## config.mk

```make
export PLATFORM = sky130hd
export DESIGN_NAME = periodic_event_time_merger
export DESIGN_NICKNAME = d
export VERILOG_FILES = /design/src/rtl/pet_pkg.sv /design/src/rtl/pet_min_track.sv /design/src/rtl/periodic_event_time_merger.sv
export SDC_FILE = /design/constraint.sdc
export NUM_CORES = 1
export LEC_CHECK = 0
export BUFFER_PORTS_ARGS = -buffer_cell sky130_fd_sc_hd__buf_2
export CAP_MARGIN = 20
export CORE_MARGIN = 4
export CORE_UTILIZATION = 50
export DETAILED_ROUTE_END_ITERATION = 8
export GPL_TIMING_DRIVEN = 0
export HOLD_SLACK_MARGIN = 0.1
export PLACE_DENSITY = 0.67
export SYNTH_ARGS = -nofsm -noshare
export SYNTH_HDL_FRONTEND = slang
export SYNTH_SLANG_ARGS = --single-unit
```

## constraint.sdc

```tcl
create_clock -name clock -period 6.7 [get_ports clock]
set_input_delay 0.335 -clock clock [delete_from_list [all_inputs] [get_ports clock]]
set_output_delay 0.335 -clock clock [all_outputs]
set_load 0.01 [all_outputs]
```

## src/rtl/pet_pkg.sv

```systemverilog
`default_nettype none

package pet_pkg;

   // Unit table geometry
   localparam int NUM_UNITS   = 16;
   localparam int UNIT_W      = (NUM_UNITS > 1) ? $clog2(NUM_UNITS) : 1;
   localparam int UNIT_PORT_W = 4;

   // Field widths
   localparam int TIME_W    = 32;
   localparam int PERIOD_W  = 16;
   localparam int COUNT_W   = 13;
   localparam int CSR_IDX_W = 2;

   // Opcodes of a request word
   localparam logic OP_LOAD = 1'b0;
   localparam logic OP_POP  = 1'b1;

   // Register indexes
   localparam logic [CSR_IDX_W-1:0] CSR_HORIZON    = 2'd0;
   localparam logic [CSR_IDX_W-1:0] CSR_PERIOD     = 2'd1;
   localparam logic [CSR_IDX_W-1:0] CSR_MAX_EVENTS = 2'd2;

   // Register reset values
   localparam logic [TIME_W-1:0]   HORIZON_RST    = '0;
   localparam logic [PERIOD_W-1:0] PERIOD_RST     = 16'd1000;
   localparam logic [COUNT_W-1:0]  MAX_EVENTS_RST = 13'd4096;

   typedef enum logic [1:0] {
      ST_IDLE,
      ST_SCAN,
      ST_LAST,
      ST_WB
   } state_type;

   // One table entry handed to the minimum tracker
   typedef struct packed {
      logic              clear;
      logic              valid;
      logic              eligible;
      logic [UNIT_W-1:0] unit;
      logic [TIME_W-1:0] time_ms;
   } scan_sample_type;

   // Running minimum over the entries seen so far
   typedef struct packed {
      logic              found;
      logic [UNIT_W-1:0] unit;
      logic [TIME_W-1:0] time_ms;
   } scan_best_type;

endpackage

`default_nettype wire

```

## src/rtl/pet_min_track.sv

```systemverilog
`default_nettype none

module pet_min_track
   import pet_pkg::*;
(
   input  wire logic            clock,
   input  wire logic            reset,
   input  wire scan_sample_type sample,
   output scan_best_type        best
);

   logic              found_ff, found_in;
   logic [UNIT_W-1:0] unit_ff, unit_in;
   logic [TIME_W-1:0] time_ff, time_in;
   logic              take;

   // Strict compare: entries arrive in ascending unit order, so ties keep the lowest unit
   assign take = sample.valid && sample.eligible && (!found_ff || (sample.time_ms < time_ff));

   always_comb begin
      found_in = found_ff;
      unit_in  = unit_ff;
      time_in  = time_ff;
      if (sample.clear) begin
         found_in = 1'b0;
      end else if (take) begin
         found_in = 1'b1;
         unit_in  = sample.unit;
         time_in  = sample.time_ms;
      end
   end

   always_ff @(posedge clock) begin
      if (reset) begin
         found_ff <= 1'b0;
      end else begin
         found_ff <= found_in;
      end
   end

   always_ff @(posedge clock) begin
      unit_ff <= unit_in;
      time_ff <= time_in;
   end

   assign best.found   = found_ff;
   assign best.unit    = unit_ff;
   assign best.time_ms = time_ff;

endmodule

`default_nettype wire

```

## src/rtl/periodic_event_time_merger.sv

```systemverilog
`default_nettype none

// Channel    Handshake                 Payload
// request    start / busy              req_opcode, req_unit_index, req_unit_used,
//                                      req_first_time_ms
// response   rsp_valid (strobe)        rsp_event_valid, rsp_event_time_ms,
//                                      rsp_event_unit, rsp_done_res
// registers  csr_valid / csr_ready     csr_index, csr_wdata
//
// A load, or a pop that meets the event cap, answers in the cycle after it is
// accepted. Any other pop scans the time table through its single read port,
// one entry a cycle, passes the last-read state, then writes back the winner;
// its response is registered from the write-back state. Reset is synchronous
// and clears the active flags, the event count and the registers; the time
// table needs none. Responses are strobed for one cycle and are never held off.

module periodic_event_time_merger
   import pet_pkg::*;
(
   input  wire logic                   clock,
   input  wire logic                   reset,

   input  wire logic                   start,
   output logic                        busy,
   input  wire logic                   req_opcode,
   input  wire logic [UNIT_PORT_W-1:0] req_unit_index,
   input  wire logic                   req_unit_used,
   input  wire logic [TIME_W-1:0]      req_first_time_ms,

   output logic                        rsp_valid,
   output logic                        rsp_event_valid,
   output logic [TIME_W-1:0]           rsp_event_time_ms,
   output logic [UNIT_PORT_W-1:0]      rsp_event_unit,
   output logic                        rsp_done_res,

   input  wire logic                   csr_valid,
   output logic                        csr_ready,
   input  wire logic [CSR_IDX_W-1:0]   csr_index,
   input  wire logic [TIME_W-1:0]      csr_wdata
);

   // ------------------------------------------------------------------
   // Configuration registers
   // ------------------------------------------------------------------
   logic [TIME_W-1:0]   horizon_ff;
   logic [PERIOD_W-1:0] period_ff;
   logic [COUNT_W-1:0]  max_events_ff;

   // Writes are to arrive only while idle (not enforced here); the port is always ready
   assign csr_ready = 1'b1;

   always_ff @(posedge clock) begin
      if (reset) begin
         horizon_ff    <= HORIZON_RST;
         period_ff     <= PERIOD_RST;
         max_events_ff <= MAX_EVENTS_RST;
      end else if (csr_valid && csr_ready) begin
         case (csr_index)
            CSR_HORIZON:    horizon_ff    <= csr_wdata;
            CSR_PERIOD:     period_ff     <= csr_wdata[PERIOD_W-1:0];
            CSR_MAX_EVENTS: max_events_ff <= csr_wdata[COUNT_W-1:0];
            default: begin
               // unknown index: drop the word
            end
         endcase
      end
   end

   // ------------------------------------------------------------------
   // Request decode
   // ------------------------------------------------------------------
   state_type          state_ff, state_in;
   logic               accept;
   logic               load_fire;
   logic               pop_fire;
   logic               cap_hit;
   logic               load_in_range;
   logic [UNIT_W-1:0]  load_idx;
   logic [COUNT_W-1:0] emitted_ff, emitted_in;

   assign busy      = (state_ff != ST_IDLE);
   assign accept    = start && !busy;
   assign load_fire = accept && (req_opcode == OP_LOAD);
   assign pop_fire  = accept && (req_opcode == OP_POP);
   assign cap_hit   = (emitted_ff >= max_events_ff);

   assign load_in_range = (32'(req_unit_index) < 32'(NUM_UNITS));
   assign load_idx      = UNIT_W'(req_unit_index);

   // ------------------------------------------------------------------
   // Sequencer: scan every entry, then write back the winner
   // ------------------------------------------------------------------
   logic              scan_clear;
   logic              rd_en;
   logic              wb_en;
   logic [UNIT_W-1:0] rd_idx_ff, rd_idx_in;
   logic              rd_last;

   assign rd_last = (rd_idx_ff == UNIT_W'(NUM_UNITS - 1));

   always_comb begin
      state_in = state_ff;
      case (state_ff)
         ST_IDLE: begin
            if (pop_fire && !cap_hit) begin
               state_in = ST_SCAN;
            end
         end
         ST_SCAN: begin
            if (rd_last) begin
               state_in = ST_LAST;
            end
         end
         ST_LAST: state_in = ST_WB;
         ST_WB:   state_in = ST_IDLE;
         default: state_in = ST_IDLE;
      endcase
   end

   always_comb begin
      scan_clear = 1'b0;
      rd_en      = 1'b0;
      wb_en      = 1'b0;
      rd_idx_in  = rd_idx_ff;
      case (state_ff)
         ST_IDLE: begin
            scan_clear = pop_fire && !cap_hit;
            rd_idx_in  = '0;
         end
         ST_SCAN: begin
            rd_en     = 1'b1;
            rd_idx_in = rd_idx_ff + UNIT_W'(1);
         end
         ST_LAST: begin
            rd_idx_in = '0;
         end
         ST_WB: begin
            wb_en = 1'b1;
         end
         default: begin
            rd_idx_in = '0;
         end
      endcase
   end

   always_ff @(posedge clock) begin
      if (reset) begin
         state_ff  <= ST_IDLE;
         rd_idx_ff <= '0;
      end else begin
         state_ff  <= state_in;
         rd_idx_ff <= rd_idx_in;
      end
   end

   // ------------------------------------------------------------------
   // Time table: one write port, one registered read port
   // ------------------------------------------------------------------
   logic [TIME_W-1:0] time_mem [NUM_UNITS];
   logic [TIME_W-1:0] mem_q_ff;
   logic              mem_we;
   logic [UNIT_W-1:0] mem_waddr;
   logic [TIME_W-1:0] mem_wdata;
   logic              rd_vld_ff;
   logic [UNIT_W-1:0] rd_unit_ff;

   scan_best_type         best;
   logic [TIME_W:0]       adv_sum;
   logic                  adv_drop;

   // Advance the winner by one period; drop it on overflow or past the horizon
   assign adv_sum  = {1'b0, best.time_ms} + (TIME_W + 1)'(period_ff);
   assign adv_drop = adv_sum[TIME_W] || (adv_sum[TIME_W-1:0] > horizon_ff);

   always_comb begin
      mem_we    = 1'b0;
      mem_waddr = load_idx;
      mem_wdata = req_first_time_ms;
      if (load_fire && load_in_range) begin
         mem_we = 1'b1;
      end else if (wb_en && best.found) begin
         mem_we    = 1'b1;
         mem_waddr = best.unit;
         mem_wdata = adv_sum[TIME_W-1:0];
      end
   end

   always_ff @(posedge clock) begin
      if (mem_we) begin
         time_mem[mem_waddr] <= mem_wdata;
      end
      if (rd_en) begin
         mem_q_ff <= time_mem[rd_idx_ff];
      end
   end

   // Track which entry the read data belongs to
   always_ff @(posedge clock) begin
      if (reset) begin
         rd_vld_ff <= 1'b0;
      end else begin
         rd_vld_ff <= rd_en;
      end
   end

   always_ff @(posedge clock) begin
      rd_unit_ff <= rd_idx_ff;
   end

   // ------------------------------------------------------------------
   // Active flags and minimum search
   // ------------------------------------------------------------------
   logic [NUM_UNITS-1:0] active_ff;
   logic                 smp_active;
   logic                 smp_late;
   scan_sample_type      sample;

   assign smp_active = active_ff[rd_unit_ff];
   assign smp_late   = (mem_q_ff > horizon_ff);

   assign sample.clear    = scan_clear;
   assign sample.valid    = rd_vld_ff;
   assign sample.eligible = smp_active && !smp_late;
   assign sample.unit     = rd_unit_ff;
   assign sample.time_ms  = mem_q_ff;

   pet_min_track u_min_track (
      .clock  (clock),
      .reset  (reset),
      .sample (sample),
      .best   (best)
   );

   always_ff @(posedge clock) begin
      if (reset) begin
         active_ff <= '0;
      end else begin
         if (load_fire && load_in_range) begin
            active_ff[load_idx] <= req_unit_used;
         end
         // Retire a unit once the scan sees it beyond the horizon
         if (rd_vld_ff && smp_active && smp_late) begin
            active_ff[rd_unit_ff] <= 1'b0;
         end
         if (wb_en && best.found && adv_drop) begin
            active_ff[best.unit] <= 1'b0;
         end
      end
   end

   // ------------------------------------------------------------------
   // Event count
   // ------------------------------------------------------------------
   assign emitted_in = (wb_en && best.found) ? emitted_ff + COUNT_W'(1) : emitted_ff;

   always_ff @(posedge clock) begin
      if (reset) begin
         emitted_ff <= '0;
      end else begin
         emitted_ff <= emitted_in;
      end
   end

   // ------------------------------------------------------------------
   // Response word
   // ------------------------------------------------------------------
   logic                   rsp_valid_ff, rsp_valid_in;
   logic                   rsp_ev_ff, rsp_ev_in;
   logic [TIME_W-1:0]      rsp_time_ff, rsp_time_in;
   logic [UNIT_PORT_W-1:0] rsp_unit_ff, rsp_unit_in;
   logic                   rsp_done_ff, rsp_done_in;

   always_comb begin
      rsp_valid_in = 1'b0;
      rsp_ev_in    = 1'b0;
      rsp_time_in  = '0;
      rsp_unit_in  = '0;
      rsp_done_in  = 1'b0;
      if (load_fire) begin
         rsp_valid_in = 1'b1;
      end else if (pop_fire && cap_hit) begin
         rsp_valid_in = 1'b1;
         rsp_done_in  = 1'b1;
      end else if (wb_en) begin
         rsp_valid_in = 1'b1;
         if (best.found) begin
            rsp_ev_in   = 1'b1;
            rsp_time_in = best.time_ms;
            rsp_unit_in = UNIT_PORT_W'(best.unit);
         end else begin
            rsp_done_in = 1'b1;
         end
      end
   end

   always_ff @(posedge clock) begin
      if (reset) begin
         rsp_valid_ff <= 1'b0;
      end else begin
         rsp_valid_ff <= rsp_valid_in;
      end
   end

   always_ff @(posedge clock) begin
      rsp_ev_ff   <= rsp_ev_in;
      rsp_time_ff <= rsp_time_in;
      rsp_unit_ff <= rsp_unit_in;
      rsp_done_ff <= rsp_done_in;
   end

   assign rsp_valid         = rsp_valid_ff;
   assign rsp_event_valid   = rsp_ev_ff;
   assign rsp_event_time_ms = rsp_time_ff;
   assign rsp_event_unit    = rsp_unit_ff;
   assign rsp_done_res      = rsp_done_ff;

endmodule

`default_nettype wire

```

==> results by group, run 1 <==
Placed design
  • Buffers added on ports: 112
  • Post-detail-place hpwl: 55700 microns
  • Final GP Congestion: 0.953
  • Placement-stage cell area: 32800 sq um

Timing
  • Final setup vio count: 0
  • Fin crit period: 5.49 ns
  • Fin Hold WS: 0.141 ns
  • Clk_skew: between 0.02 and 0.025 ns
  • Final Hold Viols: 0
  • Final Cycle Share: 0.820
  • Worst slew pin tran: 1.18 ns
  • F_max: 0.182 GHz
  • Setup TNS Final: 0 ns
  • Relative slew slack: 0.213
  • Slew Limit Fails: 0
  • RSZ-0062 raised after global routing: no

Logic synthesis
  • Sequential share of the synthesized area: 0.658
  • Syn nets: 2181
  • Library cells used by synthesis: 66
  • Synth Flop Type: edfxtp_1
  • Syn Std Cell Area: 30800 sq um
  • Seq cells post-synth: 721
  • Syn_area_per_cell: approximately 16 sq um
  • Synth warn: 0
  • EDFF count, synth: a little under 600
  • Synthesized netlist cell count: slightly below 2000
  • Post-synth ARST share: 0

Power
  • Switching share of power: 0.234
  • PwrDens: 283 nW/um^2
  • Design Power: 10.1 mW
  • P_sw: 2.36 mW
  • Gate power share: 0.100
  • P_leak: 12.1 nW
  • Max VDD drop: 0.161 mV
  • Int Power: around 7.7 mW
  • Sequential share of power: 0.499
  • Clk pwr share: 0.401

Global route
  • First-pass GRT wire length: 118000 microns
  • Number of global-route vias before repair: roughly 18000
  • GRT overflow: 0
  • Largest net degree at the start of global routing: 35
  • Total track usage: 0.242
  • Initial antenna violation count: 3

Routing
  • First-pass DRT Iterations: 5
  • DR vias: 18325
  • Routed length per instance: 26.0 microns
  • DRT iter0 DRCs: 1793
  • WL final: 79600 microns
  • Vias per cell: 5.97
  • DRT antenna net count: 0
  • Residual DRC: 0

Setup path
  • Worst setup path endpoint: active_ff[10]$_SDFF_PP0_
  • Crit path capture type: flip-flop
  • FF-to-FF End: active_ff[10]$_SDFF_PP0_
  • Crit Reg-Reg Startpoint: u_min_track.time_ff[8]$_DFFE_PP_
  • CP required: roughly 7.2 ns
  • R2R setup slack: roughly 1.2 ns
  • Worst Path Arrival: 6.00 ns
  • CP Max Fanout: 8
  • Startpoint Class: flip-flop
  • Crit path launch: u_min_track.time_ff[8]$_DFFE_PP_
  • Critical Setup Path Class: flip-flop to flip-flop
  • Cell count of the worst reg-to-reg path: 15

Floorplan
  • Die Y: 256 microns
  • Die area: 65600 sq um
  • Core area: between 60000 and 70000 sq um
  • Starting density of the core: 0.508
  • Die width: 256 microns
  • # rows: 90
  • Io pins: roughly 120

Clock tree
  • Clk buf depth: 3
  • Root Driver: clkbuf_16
  • Reg clk slew, reported paths: 0.06 ns
  • CTS tree: yes
  • H-tree depth: 3
  • Post-CTS Setup Bufs: 0
  • Cts bufs inserted: 73
  • Later-pin clock latency in the skew report: 0.62 ns
  • CTS sink count: around 720
  • Post-CTS resize count: 0

Run status
  • Status: finished clean

Job
  • Maxcap violations: 0

Final layout
  • Final core utilization: 0.588
  • Commonest non-fill, non-tap cell in the layout: edfxtp_1
  • Final Cell Area: 35700 sq um
  • Layout area overhead: 15.9%
  • Most frequent cells in the layout: edfxtp_1, nand2_1, mux4_2
  • Layout cells sized above 1: 0.218
  • Nets@finish: 2434
  • Antenna diode count: 0

Min path
  • Worst min-delay path class: input port to flip-flop
synth_stat cells, types with 14 or more instances:
| cell | number | share of area |
|---|---|---|
| o21ai_0 | 34 | 0.0055 |
| nor2_1 | 87 | 0.011 |
| nand3_1 | 23 | 0.0037 |
| ha_1 | 130 | 0.053 |
| and3_1 | 45 | 0.0092 |
| dfxtp_1 | 141 | 0.092 |
| nand4_1 | 24 | 0.0049 |
| nand2_1 | 196 | 0.024 |
| edfxtp_1 | 580 | 0.57 |
| xnor2_1 | 27 | 0.0077 |
| clkbuf_1 | 62 | 0.0076 |
| nand2b_1 | 15 | 0.0031 |
| a21oi_1 | 129 | 0.021 |
| inv_1 | 83 | 0.010 |
| mux4_2 | 164 | 0.12 |
| mux2i_1 | 14 | 0.0046 |
| mux2_2 | 23 | 0.0084 |
| nor2b_1 | 16 | 0.0033 |
kinds of logic (layout without fill, tap and decap cells):
kind of cell | count (synthesis) | in the layout | share of synthesized area
xor+xnor | 40 | 40 | 0.0116
simple gates | 471 | 471 | 0.0743
buf+inv | 167 | 478 | 0.0212
other cells | 1 | 1 | 0.000122
flops | 721 | 721 | 0.658
compound gates | 241 | 241 | 0.0479
fa+ha+maj | 131 | 131 | 0.0535
mux | 202 | 202 | 0.133
critical path: stages (launching register included):
cell and delay [ns]:
edfxtp_1 0.45, ha_1 0.38, a21oi_1 0.16, o21ai_0 0.11, or3b_2 0.54, o211ai_2 0.53, a21oi_1 0.18, xnor2_1 0.23
ha_1 0.32, nand4_1 0.16, nor4_1 0.63, nand4_1 0.28, a41o_1 0.28, a21oi_1 0.48, o21ai_1 0.31, o221a_2 0.34
metal layers:
layer / vias to the layer above / track usage / part of all wire
met1: 9358 / 0.321 / 0.40
met3: 122 / 0.0385 / 0.069
met5: - / 0 / 0
met2: 716 / 0.416 / 0.51
li1: 8129 / - / -
met4: 0 / 0.0693 / 0.024
power groups by stage:
stage,Clock [mW],Combinational (mW),Sequential (mW)
floorplan,0,0.654,5.11
global placement,0,0.928,5.14
detailed placement,0,0.974,5.14
CTS,4.12,0.997,5.04
global route,4.32,1.10,5.05
finish,4.05,1.01,5.04
what timing repair did:
action | CTS | global route
setup endpoints to repair | 0 | 0
hold buffers | 32 | 0
hold endpoints to repair | 61 | 0
stage by stage:
step	cells	setup WS (ns)
6_report	3067	1.21
5_1_grt	3067	1.01
4_1_cts	3057	1.19
3_5_place_dp	2892	1.21
3_3_place_gp	2868	-1.71
2_1_floorplan	1974	0.934
worst min path at each step:
stage	startpoint	endpoint	slack (ns)	cells past startpoint
floorplan	rd_idx_ff[2]$_SDFFE_PP0P_	rd_unit_ff[2]$_DFF_P_	0.33	0
global placement	rd_idx_ff[3]$_SDFFE_PP0P_	rd_unit_ff[3]$_DFF_P_	0.34	0
detailed placement	rd_idx_ff[3]$_SDFFE_PP0P_	rd_unit_ff[3]$_DFF_P_	0.34	0
CTS	csr_valid	max_events_ff[10]$_SDFFE_PP0P_	0.11	4
global route	csr_valid	max_events_ff[10]$_SDFFE_PP0P_	0.15	4
finish	csr_valid	max_events_ff[10]$_SDFFE_PP0P_	0.14	4
final cells by class:
type / count / area (sq um)
fill: 4552 / 24900
sequential: 721 / 20200
buffer: 83 / 335
timing repair buffer: 178 / 1390
clock buffer: 99 / 2060
clock inverter: 34 / 332
inverter: 84 / 315
tap: 782 / 978
multi-input combinational: 1086 / 10000
flip-flops by register name (all words and copies together) (netlist names):
register,flops
time_mem,512
horizon_ff,32
mem_q_ff,32
rsp_event_time_ms,32
u_min_track.time_ff,32
active_ff,16
period_ff,16
emitted_ff,13
max_events_ff,13
rd_idx_ff,4
rd_unit_ff,4
rsp_event_unit,4
u_min_track.unit_ff,4
state_ff,2
rd_vld_ff,1
rsp_done_res,1
rsp_event_valid,1
rsp_valid,1
u_min_track.found_ff,1
Power figures use the tool's default switching activity.
==> run 2: changes to the inputs <==
==> constraint.sdc (replaced) <==
create_clock -name clock -period 5.1 [get_ports clock]
set_input_delay 0.255 -clock clock [delete_from_list [all_inputs] [get_ports clock]]
set_output_delay 0.255 -clock clock [all_outputs]
set_load 0.01 [all_outputs]
==> results by group, run 2 (synthesized netlist as in run 1, its figures left out) <==
Timing
  • Worst slew pin tran: 1.11 ns (-0.0729 ns)
  • Relative slew slack: 0.262 (+0.0486)
  • Slew Limit Fails: 0 (unchanged)
  • Final setup vio count: 0 (unchanged)
  • F_max: 0.202 GHz (+11%)
  • PnR worst setup slack: 0.147 ns (-1.06 ns)
  • Fin crit period: 4.95 ns (-0.540 ns)
  • Final Hold Viols: 0 (unchanged)
  • Final Cycle Share: 0.971 (+0.151)
  • RSZ-0062 raised after global routing: yes
  • Fin Hold WS: 0.135 ns (-0.00618 ns)
  • Setup TNS Final: 0 ns (unchanged)
  • Clk_skew: 0.0156 ns (-0.00799 ns)

Routing
  • Vias per cell: 6.04 (+1.2%)
  • DR vias: 18594 (+1.5%)
  • Residual DRC: 0 (unchanged)
  • Routed length per instance: 26.6 microns (+2.6%)
  • DRT iter0 DRCs: 2062 (+15%)
  • DRT antenna net count: 0 (unchanged)
  • WL final: 81900 microns (+2.9%)
  • First-pass DRT Iterations: 5 (unchanged)

Floorplan
  • Core area: 60600 sq um (unchanged)
  • Die width: 256 microns (unchanged)
  • Die Y: 256 microns (unchanged)
  • Die area: 65600 sq um (unchanged)
  • Starting density of the core: 0.508 (unchanged)
  • # rows: 90 (unchanged)
  • Io pins: 117 (unchanged)

Setup path
  • Most frequent CP cell: ha_1
  • CP required: 5.65 ns (-1.56 ns)
  • CP top delay family: compound AO/OA/AOI/OAI gates
  • Crit Reg-Reg Startpoint: u_min_track.time_ff[0]$_DFFE_PP_
  • WP buf/inv: 1 (+1)
  • Crit-path cells: ha_1 -> fa_1 -> a21oi_1 -> o2bb2ai_2 -> o211ai_1 -> and4bb_1 -> buf_6 -> nor3_1 -> xnor2_1 -> ha_1 -> and2_0 -> a221o_1 -> a211oi_1 -> and3_1 -> a21oi_2 -> o21ai_1 -> o221a_2
  • R2R setup slack: 0.15 ns (-1.06 ns)
  • CP Max Fanout: 9 (+1)
  • Crit path max-delay cell type: edfxtp_1
  • Critical Setup Path Class: flip-flop to flip-flop
  • Worst Path Arrival: 5.50 ns (-0.50 ns)
  • Maximum cell stage delay along the critical path: 0.45 ns (-0.18 ns)
  • FF-to-FF End: active_ff[10]$_SDFF_PP0_
  • Startpoint Class: flip-flop
  • Crit path capture type: flip-flop
  • Cell count of the worst reg-to-reg path: 17 (+2)

Placed design
  • Final GP Congestion: 0.932 (-2.2%)
  • Dpl ws: -0.485 ns (-1.69 ns)
  • Post-detail-place hpwl: 56000 microns (+0.53%)
  • Buffers added on ports: 112 (unchanged)

Power
  • Clk pwr share: 0.404 (+0.003)
  • P_leak: 12.2 nW (+0.59%)
  • PwrDens: 373 nW/um^2 (+32%)
  • Sequential share of power: 0.496 (-0.003)
  • Int Power: 10.2 mW (+32%)
  • Max VDD drop: 0.200 mV (+24%)
  • Switching share of power: 0.234 (about the same)
  • Gate power share: 0.100 (about the same)
  • P_sw: 3.13 mW (+32%)

Global route
  • Met2 Use GR: 0.406 (-0.0108)
  • GRT overflow: 0 (unchanged)
  • Largest net degree at the start of global routing: 35 (unchanged)
  • Total track usage: 0.248 (+0.00687)
  • Met3 usage: 0.0446 (+0.00613)
  • Initial antenna violation count: 1 (-2)
  • First-pass GRT wire length: 121000 microns (+2.4%)
  • Number of global-route vias before repair: 18801 (+1.6%)
  • M1 GR Usage: 0.344 (+0.0232)
  • GRT busiest layer: met2

Clock tree
  • Clk buf depth: 3 (unchanged)
  • CTS sink count: 721 (unchanged)
  • H-tree depth: 3 (unchanged)
  • Later-pin clock latency in the skew report: 0.62 ns (about the same)
  • CTS tree: yes
  • Root Driver: clkbuf_16
  • Reg clk slew, reported paths: 0.06 ns (about the same)
  • Cts bufs inserted: 75 (+2.7%)

Final layout
  • Layout area overhead: 16.5%
  • Final core utilization: 0.592 (+0.00312)
  • Nets@finish: 2442 (+0.33%)
  • Commonest non-fill, non-tap cell in the layout: edfxtp_1
  • Most frequent cells in the layout: edfxtp_1, nand2_1, mux4_2
  • Antenna diode count: 0 (unchanged)
  • Number of flip-flops in the largest register: 512 (unchanged)
  • Layout cells sized above 1: 0.219 (+0.000887)
  • Reg with most FFs: time_mem
  • Fillers: 4508 (-0.97%)

Run status
  • Status: finished clean

Min path
  • Endpoint, Worst Hold: max_events_ff[9]$_SDFFE_PP0P_
  • Hold Startpoint: csr_index[0]
  • Worst min-delay path class: input port to flip-flop
  • Worst Hold Depth: 4 (unchanged)

Job
  • Maxcap violations: 0 (unchanged)
run 2: changes by cell type in the layout (fill, tap and decap cells not counted), sizes merged, moves of 2 or more:
cell and delta:
clkinv +8, bufinv +2, clkbuf -4, dlygate4sd3 +4
run 2: worst max path at each step:
stage | depth (start not counted) | startpoint | endpoint
after global routing | 17 | u_min_track.time_ff[10]$_DFFE_PP_ | active_ff[12]$_SDFF_PP0_
after detailed placement | 15 | u_min_track.time_ff[8]$_DFFE_PP_ | active_ff[10]$_SDFF_PP0_
after floorplan | 7 | mem_q_ff[30]$_DFFE_PP_ | u_min_track.time_ff[0]$_DFFE_PP_
final | 17 | u_min_track.time_ff[0]$_DFFE_PP_ | active_ff[10]$_SDFF_PP0_
after global placement | 8 | state_ff[0]$_SDFFE_PP0P_ | time_mem[2][11]$_DFFE_PP_
after CTS | 17 | u_min_track.time_ff[11]$_DFFE_PP_ | active_ff[10]$_SDFF_PP0_
run 2: worst reg2reg max path: cells and delay by family (launching register included):
family | cells | cell delay, ns
AOI/OAI and AO/OA | 8 | 2.06
xor gates and xnor gates | 1 | 0.37
and+or+nand+nor | 4 | 0.88
buffers and inverters | 1 | 0.18
DFF | 1 | 0.45
adders and majority gates | 3 | 0.97
run 2: layout make-up:
class,count,area [sq um],share of cell area
sequential,721,20200,0.565
multi-input combinational,1086,10100,0.281
clock buffer,94,2040,0.0568
timing repair buffer,184,1490,0.0416
tap,782,978,0.0273
clock inverter,42,387,0.0108
buffer,83,335,0.00936
inverter,84,315,0.00880
run 2: power by group through the flow:
stage,clock [mW],combinational (mW),sequential [mW]
floorplan,0,0.860,6.71
global placement,0,1.22,6.75
detailed placement,0,1.30,6.75
CTS,5.50,1.33,6.63
global route,5.75,1.46,6.64
finish,5.41,1.33,6.63
run 2: per-stage QoR:
step / std cells / area [sq um] / power (mW)
4_1_cts: 3063 / 35600 / 13.5
3_5_place_dp: 2890 / 32800 / 8.05
5_1_grt: 3076 / 35800 / 13.9
3_3_place_gp: 2868 / 32300 / 7.98
6_report: 3076 / 35800 / 13.4
2_1_floorplan: 1974 / 30800 / 7.57
run 2: per-layer routing:
layer / vias up / share of wire / routed length, microns
met1: 9414 / 0.41 / 33300
met5: - / 0 / 0
li1: 8165 / - / -
met3: 125 / 0.084 / 6870
met2: 890 / 0.48 / 39600
met4: 0 / 0.026 / 2140
run 2: what timing repair did:
item / CTS / global route
setup buffers: 1 / 4
hold buffers: 36 / 0
hold endpoints to repair: 64 / 0
pin swaps: 1 / 3
resized for setup: 3 / 4
gates cloned: 0 / 0
endpoints found under the setup margin: 16 / 15
==> run 3: changes to the inputs <==
--- a/config.mk
+++ b/config.mk
@@ -12,7 +12,8 @@
 export DETAILED_ROUTE_END_ITERATION = 8
 export GPL_TIMING_DRIVEN = 0
 export HOLD_SLACK_MARGIN = 0.1
-export PLACE_DENSITY = 0.67
+export PLACE_DENSITY_LB_ADDON = 0.3
+export SLEW_MARGIN = 40
 export SYNTH_ARGS = -nofsm -noshare
 export SYNTH_HDL_FRONTEND = slang
 export SYNTH_SLANG_ARGS = --single-unit
==> results by group, run 3 (synthesized netlist as in run 1, its figures left out) <==
Setup path
  • Crit path max-delay cell type: or3b_2
  • Critical Setup Path Class: flip-flop to flip-flop
  • Startpoint Class: flip-flop
  • Crit path capture type: flip-flop
  • R2R setup slack: 0.22 ns (+0.07 ns)
  • Crit-path cells: ha_1 -> a21oi_1 -> o21ai_0 -> or3b_2 -> o211ai_4 -> buf_12 -> buf_4 -> nand2_1 -> xnor2_1 -> ha_1 -> a21o_1 -> a221o_1 -> a211oi_1 -> and3_1 -> a21oi_2 -> o21ai_1 -> o221a_1
  • Maximum cell stage delay along the critical path: 0.56 ns (+0.11 ns)
  • Cell count of the worst reg-to-reg path: 17 (unchanged)
  • Crit Reg-Reg Startpoint: u_min_track.time_ff[6]$_DFFE_PP_
  • Worst Path Arrival: 5.44 ns (-0.06 ns)
  • Worst setup path endpoint: active_ff[0]$_SDFF_PP0_
  • Most frequent CP cell: ha_1
  • FF-to-FF End: active_ff[0]$_SDFF_PP0_
  • CP required: 5.66 ns (about the same)
  • Crit path launch: u_min_track.time_ff[6]$_DFFE_PP_
  • CP Max Fanout: 7 (-2)

Final layout
  • Reg with most FFs: time_mem
  • Multi-input logic area: 10100 sq um (+0.44%)
  • Layout Cells excl Fill: 3084 (+0.26%)
  • Most frequent cells in the layout: edfxtp_1, nand2_1, mux4_2
  • Register area: 20200 sq um (unchanged)
  • Antenna diode count: 0 (unchanged)
  • Commonest non-fill, non-tap cell in the layout: edfxtp_1
  • Final Cell Area: 36300 sq um (+1.3%)
  • Nets@finish: 2451 (+0.37%)
  • Layout cells sized above 1: 0.233 (+0.0140)
  • Number of flip-flops in the largest register: 512 (unchanged)
  • Fillers: 4452 (-1.2%)
  • Layout area overhead: 18.0%

Placed design
  • Dpl ws: -0.420 ns (+0.0652 ns)
  • Final GP Congestion: 0.930 (-0.27%)
  • Dpl cells: 2911 (+0.73%)
  • Buffers added on ports: 112 (unchanged)
  • Post-detail-place hpwl: 58000 microns (+3.6%)
  • Placement-stage cell area: 33400 sq um (+1.7%)

Timing
  • RSZ-0062 raised after global routing: no
  • Worst slew pin tran: 0.879 ns (-0.228 ns)
  • Relative slew slack: 0.414 (+0.152)
  • Final Cycle Share: 0.957 (-0.0142)
  • Fin crit period: 4.88 ns (-0.0726 ns)
  • Final setup vio count: 0 (unchanged)
  • Setup TNS Final: 0 ns (unchanged)
  • PnR worst setup slack: 0.219 ns (+0.0726 ns)
  • Fin Hold WS: 0.150 ns (+0.0150 ns)
  • F_max: 0.205 GHz (+1.5%)
  • Final Hold Viols: 0 (unchanged)
  • Clk_skew: 0.0216 ns (+0.00593 ns)
  • Slew Limit Fails: 0 (unchanged)

Routing
  • First-pass DRT Iterations: 5 (unchanged)
  • DRT antenna net count: 0 (unchanged)
  • DRT iter0 DRCs: 2254 (+9.3%)
  • Residual DRC: 0 (unchanged)
  • Vias per cell: 6.15 (+1.7%)
  • DR vias: 18959 (+2.0%)
  • WL final: 83100 microns (+1.5%)
  • Routed length per instance: 27.0 microns (+1.2%)

Min path
  • Hold Startpoint: req_unit_used
  • Worst min-delay path class: input port to flip-flop
  • Worst Hold Depth: 4 (unchanged)

Floorplan
  • Die area: 65600 sq um (unchanged)
  • # rows: 90 (unchanged)
  • Core area: 60600 sq um (unchanged)
  • Die Y: 256 microns (unchanged)
  • Die width: 256 microns (unchanged)
  • Io pins: 117 (unchanged)
  • Starting density of the core: 0.508 (unchanged)

Run status
  • Status: finished clean

Power
  • PwrDens: 369 nW/um^2 (-1.1%)
  • Clk pwr share: 0.404 (about the same)
  • P_sw: 3.13 mW (about the same)
  • Gate power share: 0.102 (+0.002)
  • Switching share of power: 0.233 (-0.000317)
  • Int Power: 10.3 mW (+0.19%)
  • P_leak: 12.4 nW (+1.8%)
  • Max VDD drop: 0.229 mV (+15%)
  • Sequential share of power: 0.495 (about the same)

Clock tree
  • Clk buf depth: 3 (unchanged)
  • Root Driver: clkbuf_16
  • H-tree depth: 3 (unchanged)
  • Reg clk slew, reported paths: 0.07 ns (about the same)
  • Cts bufs inserted: 72 (-4.0%)
  • CTS tree: yes
  • CTS sink count: 721 (unchanged)
  • Later-pin clock latency in the skew report: 0.62 ns (about the same)

Global route
  • GRT overflow: 0 (unchanged)
  • Number of global-route vias before repair: 19227 (+2.3%)
  • First-pass GRT wire length: 124000 microns (+2.2%)
  • Largest net degree at the start of global routing: 20 (-43%)
  • Initial antenna violation count: 1 (unchanged)
  • Total track usage: 0.252 (+0.00402)

Job
  • Maxcap violations: 0 (unchanged)
==> run 3: cell count changes in the layout (fill, tap and decap cells not counted), moves of 6 or more <==
cell and change:
buf_12 -14, buf_16 +21, buf_8 +7, clkbuf_1 -13, clkbuf_2 +12, clkinv_2 -6
==> run 3: stage by stage <==
step,utilization,power (mW)
6_report,0.599,13.4
4_1_cts,0.598,13.5
5_1_grt,0.599,13.9
2_1_floorplan,-,7.57
3_5_place_dp,0.551,8.07
3_3_place_gp,0.533,7.96
==> run 3: worst min path at each step <==
stage,endpoint,slack [ns]
after global placement,rd_unit_ff[2]$_DFF_P_,0.34
final,active_ff[3]$_SDFF_PP0_,0.15
after detailed placement,rd_unit_ff[3]$_DFF_P_,0.34
after global routing,active_ff[3]$_SDFF_PP0_,0.17
after floorplan,rd_unit_ff[2]$_DFF_P_,0.33
after CTS,active_ff[3]$_SDFF_PP0_,0.12
==> run 3: power by group through the flow <==
stage,Clock (mW),Combinational (mW),Sequential [mW]
floorplan,0,0.860,6.71
global placement,0,1.21,6.75
detailed placement,0,1.32,6.75
CTS,5.49,1.36,6.63
global route,5.74,1.48,6.64
finish,5.41,1.36,6.63
==> run 3: per-layer routing <==
metal,vias up,track usage,wire length [microns]
li1,8169,-,-
met1,9704,0.341,32600
met2,953,0.424,41200
met3,133,0.0424,7060
met4,0,0.0786,2250
met5,-,0,0
==> run 3: worst max-delay path, delay by kind of cell, from the launching register on <==
family	cells	cell delay, ns
buffers and inverters	2	0.28
xor gates and xnor gates	1	0.37
AOI/OAI and AO/OA	9	2.12
adders and majority gates	2	0.69
and+or+nand+nor	3	0.92
DFF	1	0.43
==> run 3: what timing repair did <==
item / CTS / global route
endpoints found under the hold margin: 62 / 0
hold buffers: 37 / 0
resized for setup: 3 / 4
setup buffers: 0 / 4
pin swaps: 0 / 3
setup endpoints to repair: 16 / 15
==> run 3: final cells by class <==
| cell class | instances | area share |
|---|---|---|
| clock buffer | 90 | 0.0541 |
| buffer | 83 | 0.00983 |
| inverter | 84 | 0.00869 |
| timing repair buffer | 196 | 0.0518 |
| multi-input combinational | 1086 | 0.278 |
| sequential | 721 | 0.558 |
| tap | 782 | 0.0270 |
| clock inverter | 42 | 0.0126 |
